`src/hw/rtl/rmp_pkg.sv`:
```
`timescale 1ns / 1ps
package rmp_pkg;

  localparam int CHANNELS_DEF = 8;
  localparam int CMD_W  = 3;
  localparam int CH_W   = 3;
  localparam int RATE_W = 18;
  localparam int NCH_W  = 4;
  localparam int VAL_W  = 32;
  localparam int DUR_W  = 20;
  localparam int ACC_W  = 48;
  localparam int CNT_W  = 22;
  localparam int PROD_W = DUR_W + RATE_W;
  localparam int DIVN_W = ACC_W + 1;
  localparam int FRAC_X = ACC_W - VAL_W;
  localparam int ADDR_W = 4;

  localparam logic [RATE_W-1:0] RATE_DEFAULT = RATE_W'(48000);
  localparam logic [NCH_W-1:0]  NCH_RESET    = NCH_W'(1);
  localparam logic [VAL_W-1:0]  INIT_RESET   = '0;
  localparam logic [PROD_W-1:0] ROUND_HALF   = PROD_W'(32768);

  typedef enum logic [CMD_W-1:0] {
    CMD_TICK      = 3'd0,
    CMD_SET_CH    = 3'd1,
    CMD_SET_ALL   = 3'd2,
    CMD_RESET_ALL = 3'd3,
    CMD_READ      = 3'd4
  } cmd_e;

  typedef enum logic [1:0] {
    REG_SAMPLE_RATE = 2'd0,
    REG_NUM_CH      = 2'd1,
    REG_INIT_VALUE  = 2'd2
  } reg_e;

  typedef enum logic [3:0] {
    ST_IDLE,
    ST_SWEEP,
    ST_SETALL,
    ST_RD,
    ST_EVAL,
    ST_APPLY,
    ST_DIV,
    ST_STEP,
    ST_RDOUT
  } state_e;

  typedef struct packed {
    logic [RATE_W-1:0] rate;
    logic [NCH_W-1:0]  nch;
    logic              init_load;
    logic [VAL_W-1:0]  init_value;
  } cfg_t;

  typedef struct packed {
    logic              start;
    logic [DIVN_W-1:0] num;
    logic [CNT_W-1:0]  den;
  } div_req_t;

  typedef struct packed {
    logic              done;
    logic [DIVN_W-1:0] quo;
  } div_rsp_t;

  typedef struct packed {
    logic [ACC_W-1:0] acc;
    logic [VAL_W-1:0] tgt;
    logic [ACC_W-1:0] step;
    logic [CNT_W-1:0] left;
  } main_t;

  typedef struct packed {
    logic             flag;
    logic [VAL_W-1:0] ptgt;
    logic [DUR_W-1:0] pdur;
  } pend_t;

  function automatic logic [ACC_W-1:0] widen(input logic [VAL_W-1:0] v);
    return {v, {FRAC_X{1'b0}}};
  endfunction

endpackage

```
`src/hw/rtl/multichannel_linear_ramp_smoother_unit.sv`:
```
`timescale 1ns / 1ps
// Per-channel linear ramp of Q8.24 values, state held in two memories with
// registered reads (ramp state and pending update) and worked one channel at a
// time. A tick walks the active channels: each channel is read, evaluated and
// stepped; one with a pending update also passes the apply state and, when its
// sample count is not zero, the divide state, where the 49-step shared divider
// forms the step. Each result waits in the output register until taken, which
// stalls the walk. Set-all and reset-all sweep the active channels at one entry
// per cycle; set-channel writes its pending update from idle, a read of an
// active channel is read and evaluated first, and a read out of range goes
// straight to output. After reset and after each write of the start-value
// register a pass loads every entry, and no input transfer is taken during it.
module multichannel_linear_ramp_smoother_unit
  import rmp_pkg::*;
#(
  parameter int CHANNELS = CHANNELS_DEF
) (
  input  logic              clk,
  input  logic              rst_n,
  // configuration, apb style
  input  logic              cfg_psel,
  input  logic              cfg_penable,
  input  logic              cfg_pwrite,
  input  logic [ADDR_W-1:0] cfg_paddr,
  input  logic [31:0]       cfg_pwdata,
  output logic [31:0]       cfg_prdata,
  output logic              cfg_pready,
  // command transfers
  input  logic              in_valid,
  output logic              in_ready,
  input  logic [CMD_W-1:0]  in_cmd,
  input  logic [CH_W-1:0]   in_channel,
  input  logic [VAL_W-1:0]  in_target_value,
  input  logic [DUR_W-1:0]  in_duration,
  // result transfers
  output logic              out_valid,
  input  logic              out_ready,
  output logic [CH_W-1:0]   out_channel,
  output logic [VAL_W-1:0]  out_value,
  output logic              out_smoothing,
  output logic              out_last
);

  logic [RATE_W-1:0] rate_r;
  logic [NCH_W-1:0]  nch_r;
  logic [VAL_W-1:0]  init_r;
  logic              wr;
  reg_e              ridx;
  cfg_t              cfg;

  assign cfg_pready = 1'b1;
  assign wr   = cfg_psel && cfg_penable && cfg_pwrite;
  assign ridx = reg_e'(cfg_paddr[3:2]);

  always_ff @(posedge clk) begin
    if (!rst_n) begin
      rate_r <= RATE_DEFAULT;
      nch_r  <= NCH_RESET;
      init_r <= INIT_RESET;
    end else if (wr) begin
      case (ridx)
        REG_SAMPLE_RATE: rate_r <= cfg_pwdata[RATE_W-1:0];
        REG_NUM_CH:      nch_r  <= cfg_pwdata[NCH_W-1:0];
        REG_INIT_VALUE:  init_r <= cfg_pwdata;
        default: ;
      endcase
    end
  end

  always_comb begin
    case (ridx)
      REG_SAMPLE_RATE: cfg_prdata = 32'(rate_r);
      REG_NUM_CH:      cfg_prdata = 32'(nch_r);
      REG_INIT_VALUE:  cfg_prdata = init_r;
      default:         cfg_prdata = '0;
    endcase
  end

  // a zero rate means the default rate; a start-value write reloads all channels
  always_comb begin
    cfg.rate       = (rate_r == '0) ? RATE_DEFAULT : rate_r;
    cfg.nch        = nch_r;
    cfg.init_load  = wr && (ridx == REG_INIT_VALUE);
    cfg.init_value = cfg_pwdata;
  end

  rmp_ctrl #(
    .CHANNELS(CHANNELS)
  ) u_ctrl (
    .clk            (clk),
    .rst_n          (rst_n),
    .cfg            (cfg),
    .in_valid       (in_valid),
    .in_ready       (in_ready),
    .in_cmd         (in_cmd),
    .in_channel     (in_channel),
    .in_target_value(in_target_value),
    .in_duration    (in_duration),
    .out_valid      (out_valid),
    .out_ready      (out_ready),
    .out_channel    (out_channel),
    .out_value      (out_value),
    .out_smoothing  (out_smoothing),
    .out_last       (out_last)
  );

endmodule

```
`src/hw/rtl/rmp_div.sv`:
```
`timescale 1ns / 1ps
module rmp_div
  import rmp_pkg::*;
(
  input  logic     clk,
  input  logic     rst_n,
  input  div_req_t req,
  output div_rsp_t rsp
);

  localparam int IT_W = $clog2(DIVN_W + 1);

  logic [DIVN_W-1:0] quo_r, quo_nxt;
  logic [CNT_W-1:0]  rem_r, rem_nxt;
  logic [CNT_W-1:0]  den_r;
  logic [IT_W-1:0]   it_r, it_nxt;
  logic              busy_r, busy_nxt;
  logic              done_r, done_nxt;
  logic [CNT_W:0]    shifted;
  logic [CNT_W+1:0]  sub;
  logic              ge;

  // one quotient bit per cycle, restoring
  always_comb begin
    shifted  = {rem_r, quo_r[DIVN_W-1]};
    sub      = {1'b0, shifted} - {2'b0, den_r};
    ge       = !sub[CNT_W+1];
    rem_nxt  = ge ? sub[CNT_W-1:0] : shifted[CNT_W-1:0];
    quo_nxt  = {quo_r[DIVN_W-2:0], ge};
    it_nxt   = it_r - IT_W'(1);
    busy_nxt = busy_r && (it_r != IT_W'(1));
    done_nxt = busy_r && (it_r == IT_W'(1));
  end

  always_ff @(posedge clk) begin
    if (!rst_n) begin
      busy_r <= 1'b0;
      done_r <= 1'b0;
      it_r   <= '0;
    end else if (req.start) begin
      busy_r <= 1'b1;
      done_r <= 1'b0;
      it_r   <= IT_W'(DIVN_W);
    end else begin
      busy_r <= busy_nxt;
      done_r <= done_nxt;
      if (busy_r) it_r <= it_nxt;
    end
  end

  always_ff @(posedge clk) begin
    if (req.start) begin
      quo_r <= req.num;
      rem_r <= '0;
      den_r <= req.den;
    end else if (busy_r) begin
      quo_r <= quo_nxt;
      rem_r <= rem_nxt;
    end
  end

  assign rsp.done = done_r;
  assign rsp.quo  = quo_r;

endmodule

```
`src/hw/rtl/rmp_ctrl.sv`:
```
`timescale 1ns / 1ps
module rmp_ctrl
  import rmp_pkg::*;
#(
  parameter int CHANNELS = CHANNELS_DEF
) (
  input  logic              clk,
  input  logic              rst_n,
  input  cfg_t              cfg,
  input  logic              in_valid,
  output logic              in_ready,
  input  logic [CMD_W-1:0]  in_cmd,
  input  logic [CH_W-1:0]   in_channel,
  input  logic [VAL_W-1:0]  in_target_value,
  input  logic [DUR_W-1:0]  in_duration,
  output logic              out_valid,
  input  logic              out_ready,
  output logic [CH_W-1:0]   out_channel,
  output logic [VAL_W-1:0]  out_value,
  output logic              out_smoothing,
  output logic              out_last
);

  localparam int CW = (CHANNELS > 1) ? $clog2(CHANNELS) : 1;
  localparam int NW = $clog2(CHANNELS + 1);

  // per-channel state memories
  main_t main_mem [CHANNELS];
  pend_t pend_mem [CHANNELS];
  main_t main_rd_r;
  pend_t pend_rd_r;

  state_e state_r, state_nxt;
  logic [CW-1:0]    idx_r;
  logic [NW-1:0]    lim_r;
  logic [VAL_W-1:0] val_r;
  logic [DUR_W-1:0] dur_r;
  logic [CH_W-1:0]  ch_r;
  logic             rd_read_r;
  logic             rd_zero_r;

  logic [ACC_W-1:0]  acc_w_r, step_w_r;
  logic [VAL_W-1:0]  tgt_w_r;
  logic [CNT_W-1:0]  left_w_r;
  logic [PROD_W-1:0] prod_r;
  logic              neg_r;

  logic              out_valid_r;
  logic [CH_W-1:0]   out_ch_r;
  logic [VAL_W-1:0]  out_val_r;
  logic              out_sm_r, out_last_r;

  logic [NW-1:0]     n_act;
  logic              in_acc, ch_ok, out_free, at_end;
  logic              main_we, pend_we, rd_en, out_load;
  logic [CW-1:0]     main_wa, pend_wa;
  main_t             main_wd;
  pend_t             pend_wd;
  logic [PROD_W-1:0] prod_rnd;
  logic [CNT_W-1:0]  cnt;
  logic [DIVN_W-1:0] diff, mag;
  logic [DIVN_W:0]   sq;
  logic [ACC_W-1:0]  step_sat;
  logic [ACC_W-1:0]  acc_new;
  logic [CNT_W-1:0]  left_dec, left_new;
  div_req_t          dreq;
  div_rsp_t          drsp;

  rmp_div u_div (
    .clk  (clk),
    .rst_n(rst_n),
    .req  (dreq),
    .rsp  (drsp)
  );

  always_comb begin
    n_act    = (32'(cfg.nch) > 32'(CHANNELS)) ? NW'(CHANNELS) : NW'(cfg.nch);
    in_acc   = in_valid && in_ready;
    ch_ok    = 32'(in_channel) < 32'(n_act);
    out_free = !out_valid_r || out_ready;
    at_end   = (NW'(idx_r) + NW'(1)) == lim_r;

    prod_rnd = prod_r + ROUND_HALF;
    cnt      = prod_rnd[PROD_W-1:16];
    diff     = {tgt_w_r[VAL_W-1], widen(tgt_w_r)} - {acc_w_r[ACC_W-1], acc_w_r};
    mag      = diff[DIVN_W-1] ? -diff : diff;

    sq = neg_r ? -{1'b0, drsp.quo} : {1'b0, drsp.quo};
    if ($signed(sq) > $signed({{(DIVN_W-ACC_W+1){1'b0}}, {1'b0, {(ACC_W-1){1'b1}}}}))
      step_sat = {1'b0, {(ACC_W-1){1'b1}}};
    else if ($signed(sq) < $signed({{(DIVN_W-ACC_W+1){1'b1}}, {1'b1, {(ACC_W-1){1'b0}}}}))
      step_sat = {1'b1, {(ACC_W-1){1'b0}}};
    else
      step_sat = sq[ACC_W-1:0];

    left_dec = left_w_r - CNT_W'(1);
    if (left_w_r != '0) begin
      left_new = left_dec;
      acc_new  = (left_dec == '0) ? widen(tgt_w_r) : acc_w_r + step_w_r;
    end else begin
      left_new = left_w_r;
      acc_new  = acc_w_r;
    end
  end

  // next state
  always_comb begin
    state_nxt = state_r;
    if (cfg.init_load) begin
      state_nxt = ST_SWEEP;
    end else begin
      unique case (state_r)
        ST_IDLE: begin
          if (in_acc) begin
            case (cmd_e'(in_cmd))
              CMD_TICK:      if (n_act != '0) state_nxt = ST_RD;
              CMD_SET_ALL:   if (n_act != '0) state_nxt = ST_SETALL;
              CMD_RESET_ALL: if (n_act != '0) state_nxt = ST_SWEEP;
              CMD_READ:      state_nxt = ch_ok ? ST_RD : ST_RDOUT;
              default:       state_nxt = ST_IDLE;
            endcase
          end
        end
        ST_SWEEP, ST_SETALL: if (at_end) state_nxt = ST_IDLE;
        ST_RD:   state_nxt = ST_EVAL;
        ST_EVAL: begin
          if (rd_read_r)           state_nxt = ST_RDOUT;
          else if (pend_rd_r.flag) state_nxt = ST_APPLY;
          else                     state_nxt = ST_STEP;
        end
        ST_APPLY: state_nxt = (cnt == '0) ? ST_STEP : ST_DIV;
        ST_DIV:   if (drsp.done) state_nxt = ST_STEP;
        ST_STEP:  if (out_free) state_nxt = at_end ? ST_IDLE : ST_RD;
        ST_RDOUT: if (out_free) state_nxt = ST_IDLE;
        default:  state_nxt = ST_IDLE;
      endcase
    end
  end

  // outputs of the sequencer
  always_comb begin
    in_ready = (state_r == ST_IDLE);
    main_we  = 1'b0;
    pend_we  = 1'b0;
    rd_en    = (state_r == ST_RD);
    out_load = 1'b0;
    main_wa  = idx_r;
    pend_wa  = idx_r;
    main_wd  = '{acc: widen(val_r), tgt: val_r, step: '0, left: '0};
    pend_wd  = '{flag: 1'b0, ptgt: val_r, pdur: dur_r};
    dreq     = '{start: 1'b0, num: mag, den: cnt};
    unique case (state_r)
      ST_IDLE: begin
        if (in_acc && (cmd_e'(in_cmd) == CMD_SET_CH) && ch_ok) begin
          pend_we = 1'b1;
          pend_wa = CW'(in_channel);
          pend_wd = '{flag: 1'b1, ptgt: in_target_value, pdur: in_duration};
        end
      end
      ST_SWEEP: begin
        main_we = 1'b1;
        pend_we = 1'b1;
      end
      ST_SETALL: begin
        pend_we      = 1'b1;
        pend_wd.flag = 1'b1;
      end
      ST_APPLY: dreq.start = (cnt != '0);
      ST_STEP: begin
        if (out_free) begin
          out_load = 1'b1;
          main_we  = 1'b1;
          pend_we  = 1'b1;
          main_wd  = '{acc: acc_new, tgt: tgt_w_r, step: step_w_r, left: left_new};
        end
      end
      ST_RDOUT: out_load = out_free;
      default: ;
    endcase
  end

  always_ff @(posedge clk) begin
    if (main_we) main_mem[main_wa] <= main_wd;
    if (pend_we) pend_mem[pend_wa] <= pend_wd;
    if (rd_en) begin
      main_rd_r <= main_mem[idx_r];
      pend_rd_r <= pend_mem[idx_r];
    end
  end

  always_ff @(posedge clk) begin
    if (!rst_n) begin
      state_r     <= ST_SWEEP;
      idx_r       <= '0;
      lim_r       <= NW'(CHANNELS);
      val_r       <= INIT_RESET;
      dur_r       <= '0;
      out_valid_r <= 1'b0;
    end else begin
      state_r <= state_nxt;
      if (out_load) out_valid_r <= 1'b1;
      else if (out_ready) out_valid_r <= 1'b0;
      if (cfg.init_load) begin
        idx_r <= '0;
        lim_r <= NW'(CHANNELS);
        val_r <= cfg.init_value;
      end else if (in_acc) begin
        idx_r <= (cmd_e'(in_cmd) == CMD_READ) ? CW'(in_channel) : '0;
        lim_r <= n_act;
        val_r <= in_target_value;
        dur_r <= in_duration;
      end else if (((state_r == ST_SWEEP) || (state_r == ST_SETALL) ||
                    ((state_r == ST_STEP) && out_free)) && !at_end) begin
        idx_r <= idx_r + CW'(1);
      end
    end
  end

  // working copy of one channel
  always_ff @(posedge clk) begin
    if (in_acc) begin
      ch_r      <= in_channel;
      rd_read_r <= (cmd_e'(in_cmd) == CMD_READ);
      rd_zero_r <= !ch_ok;
    end
    unique case (state_r)
      ST_EVAL: begin
        acc_w_r  <= main_rd_r.acc;
        tgt_w_r  <= main_rd_r.tgt;
        step_w_r <= main_rd_r.step;
        left_w_r <= main_rd_r.left;
        prod_r   <= PROD_W'(pend_rd_r.pdur) * PROD_W'(cfg.rate);
        if (pend_rd_r.flag) tgt_w_r <= pend_rd_r.ptgt;
      end
      ST_APPLY: begin
        left_w_r <= cnt;
        neg_r    <= diff[DIVN_W-1];
        if (cnt == '0) begin
          acc_w_r  <= widen(tgt_w_r);
          step_w_r <= '0;
        end
      end
      ST_DIV: if (drsp.done) step_w_r <= step_sat;
      default: ;
    endcase
    if (out_load) begin
      if (state_r == ST_RDOUT) begin
        out_ch_r   <= ch_r;
        out_val_r  <= rd_zero_r ? '0 : acc_w_r[ACC_W-1:FRAC_X];
        out_sm_r   <= !rd_zero_r && (left_w_r != '0);
        out_last_r <= 1'b1;
      end else begin
        out_ch_r   <= CH_W'(idx_r);
        out_val_r  <= acc_new[ACC_W-1:FRAC_X];
        out_sm_r   <= (left_new != '0);
        out_last_r <= at_end;
      end
    end
  end

  assign out_valid     = out_valid_r;
  assign out_channel   = out_ch_r;
  assign out_value     = out_val_r;
  assign out_smoothing = out_sm_r;
  assign out_last      = out_last_r;

`ifndef SYNTH
  a_div_done_in_div: assert property (@(posedge clk) disable iff (!rst_n)
    drsp.done |-> (state_r == ST_DIV))
    else $error("divider finished outside divide state");
  a_ready_idle_only: assert property (@(posedge clk) disable iff (!rst_n)
    in_ready |-> !main_we || (state_r == ST_IDLE && !main_we))
    else $error("state memory written while taking input");
  a_load_gives_valid: assert property (@(posedge clk) disable iff (!rst_n)
    out_load |=> out_valid_r)
    else $error("loaded result not presented");
  a_div_start_apply: assert property (@(posedge clk) disable iff (!rst_n)
    dreq.start |=> (state_r == ST_DIV))
    else $error("divide started without waiting for it");
`endif

endmodule
```
`config.mk`:
```
export PLATFORM = sky130hd
export DESIGN_NAME = multichannel_linear_ramp_smoother_unit
export DESIGN_NICKNAME = d
export VERILOG_FILES = /design/src/hw/rtl/rmp_pkg.sv /design/src/hw/rtl/multichannel_linear_ramp_smoother_unit.sv /design/src/hw/rtl/rmp_div.sv /design/src/hw/rtl/rmp_ctrl.sv
export SDC_FILE = /design/constraint.sdc
export NUM_CORES = 2
export LEC_CHECK = 0
export BUFFER_PORTS_ARGS = -buffer_cell sky130_fd_sc_hd__buf_2
export CORE_MARGIN = 2
export CORE_UTILIZATION = 55
export DETAILED_ROUTE_END_ITERATION = 10
export PLACE_DENSITY = 0.71
export SLEW_MARGIN = 20
export SYNTH_ARGS = -nofsm -noshare
export SYNTH_HDL_FRONTEND = slang
export SYNTH_SLANG_ARGS = --single-unit
```
`constraint.sdc`:
```
create_clock -name clk -period 45.8 [get_ports clk]
set_input_delay 9.16 -clock clk [delete_from_list [all_inputs] [get_ports clk]]
set_output_delay 9.16 -clock clk [all_outputs]
set_load 0.005 [all_outputs]
```
==> impl_results.md <==
* Clock Skew at 0.0750 ns
* Global-route wire length before repair at 411000 µm
* Vias in the first global route at 64700
* Post-CTS setup buffers at 0
* Initial antenna violation count at 7
* RSZ-0062 raised after global routing: no
* # IOs at 173
* Element type at the critical path end: output pin
* Via/cell ratio at 6.33
* Die Footprint at 192000 µm²
* Critical Path AT at 10.87 ns
* Nets at 8395
* Final setup violation count at 0
* Util after Layout at 0.610
* Worst EP required at 36.64 ns
* Final setup TNS at 0 ns
* Status: complete, no violations
* Crit path kind: primary input to output pin
* Rel. slew slack at 0.221
* Root buf cell: clkbuf_16
* Routed wire per std cell at 26.5 µm
* Max-cap violation count at 0
* Chip Height at 438 µm
* CTS resizes at 0
* F_max at 49.9 MHz
* Post-layout min period at 20.03 ns
* Port-buffer cells at 169
* Register area share after synthesis at 0.640
* DRT Pass-1 Iters at 6
* Synth Warn # at 0
* Tcrit/Tclk final at 0.437
* Library cells used by synthesis at 86
* DIE WIDTH at 438 µm
* Largest net degree at the start of global routing at 139
* Synthesized area at 104000 µm²
* Syn avg cell area at 13.4 µm²
* Power density over the cells at 76.4 nW/µm²
* Count of pins over their slew limit at 0
* Detailed Route Iter0 Violations at 7719
* Clk sink count at 2262
* Site Rows at 159
* WL final at 278000 µm
* Endpoints failing hold at 0
* Worst setup SP type: primary input
* Syn_nets at 8351
* Dpl cell area at 107000 µm²
* CTS tree: done
* CTS Buffer Depth at 3
* Slew @ Worst Pin at 1.17 ns
* Tot GR Track Use at 0.286
* EDFF count, synth at 2114
* Fillers at 13900
* Ys flop type: edfxtp_1
* Worst-skew pair later-pin latency at 0.90 ns
* Class of the worst hold path: flip-flop to flip-flop
* Clock slew at reported path FFs at 0.06 ns
* Leakage power figure at 40.7 nW
* Peak supply drop at 400 µV
* FF+latch count, synth at 2262
* Async SR Flop Fraction at 0
* Congestion Overflow GR at 0
* Area growth, synth to finish at 10.2%
* Hold Buf Count CTS at 0
* Share of post-route cells with drive strength above 1 at 0.0984
* Core Region at 188000 µm²
* Syn Inst Count at 7742
* DRC Markers at 0
* Final Power at 0.00875 W
* H-tree levels at 4
* Detail Route Antenna Nets at 0
* CP max FO at 24
* HPWL Detailed at 168000 µm
* Initial Utilization at 0.553
* RePlAce Congestion at 0.952
* Final instance area at 114000 µm²
* Total vias in the final route at 66300
* TritonCTS buffer count at 209
[synthesized netlist by cell type, drive strengths merged (148+ instances only)]
master,instances,area (µm²)
edfxtp,2114,63500
nand2,878,3300
a22oi,816,6130
inv,429,1610
clkbuf,391,1470
fa,288,5770
nor2,268,1010
and2,233,1460
nand4,222,1390
ha,220,2750
o21ai,207,1040
xnor2,169,1480
a21oi,167,836
dfxtp,148,2960
[per-stage QoR]
stage                     cells  hold slack, ns  worst slack (ns)
after floorplan            7742           0.439             20.80
after global placement    10100           0.451             25.96
after detailed placement  10100           0.456             25.87
after CTS                 10500           0.466             25.86
after global routing      10500           0.480             25.64
final                     10500           0.465             25.77
[per-layer routing]
layer / part of all wire / vias to the layer above / global-route usage
met5: 0 / - / 0
met4: 0.041 / 0 / 0.116
met3: 0.086 / 501 / 0.0425
met2: 0.48 / 3296 / 0.465
met1: 0.39 / 33500 / 0.388
li1: - / 29000 / -
[path summary, 6_finish.rpt]
path / from / to / slack (ns) / depth (start not counted)
min: init_r[12] / init_r[12] / 0.47 / 2
max reg2reg: rate_r[2] / u_ctrl.prod_r[37] / 37.18 / 26
min reg2reg: init_r[12] / init_r[12] / 0.47 / 2
max: cfg_paddr[3] / cfg_prdata[19] / 25.77 / 4
[where the power goes]
part,internal (W),total (W),switching [W]
logic,0.00152,0.00380,0.00227
clock network,0.00100,0.00178,0.000780
registers,0.00297,0.00317,0.000195
[cell usage in the layout (no fill, tap or decap), types with 78 or more instances in the layout]
cell type and count:
o21ai_0 180, nand2_1 877, a21boi_0 102, mux2_2 110, a21o_1 78, nand4_1 222
xnor2_1 169, xor2_1 84, clkbuf_16 212, fa_1 288, nor2_1 251, ha_1 220
buf_4 89, buf_2 169, edfxtp_1 2114, inv_1 427, a22oi_1 816, and2_1 229
nand3_1 87, dfxtp_1 147, a21oi_1 167
[state kept, by name, indices dropped and copies added, names as in the netlist, 32 cells and up]
signal and flops:
init_r 32, u_ctrl.acc_w_r 48, u_ctrl.main_mem 1200, u_ctrl.main_rd_r 150, u_ctrl.out_value 32, u_ctrl.pend_mem 424, u_ctrl.pend_rd_r 53, u_ctrl.step_w_r 48
u_ctrl.tgt_w_r 32, u_ctrl.u_div.quo_r 49, u_ctrl.val_r 32
[worst max-delay path, stage by stage]
cell and delay [ns]:
buf_2 0.54, nor2b_1 0.80, and2_1 0.25, buf_2 0.12
[kinds of logic (layout without fill, tap and decap cells)]
logic type                 Yosys count  in the layout  synth area share
DFF                               2262           2262             0.640
and+or+nand+nor                   2015           2015            0.0935
AOI/OAI and AO/OA                 1674           1674             0.114
buffers and inverters              870           1095            0.0319
adders and majority gates          508            508            0.0821
xor gates and xnor gates           253            253            0.0213
muxes                              159            159            0.0167
other                                1             11         0.0000361
[layout make-up]
class                   instances  area (µm²)  share of cell area
repair buffers                271        1770              0.0155
flip-flops and latches       2262       66400               0.581
multi-input cells            4610       34300               0.300
inverters                     432        1620              0.0142
diodes                         10        25.0            0.000219
well taps                    2495        3120              0.0273
clock buffers                 263        5580              0.0487
clock inverters               129        1540              0.0135
Power figures use the tool's default switching activity.
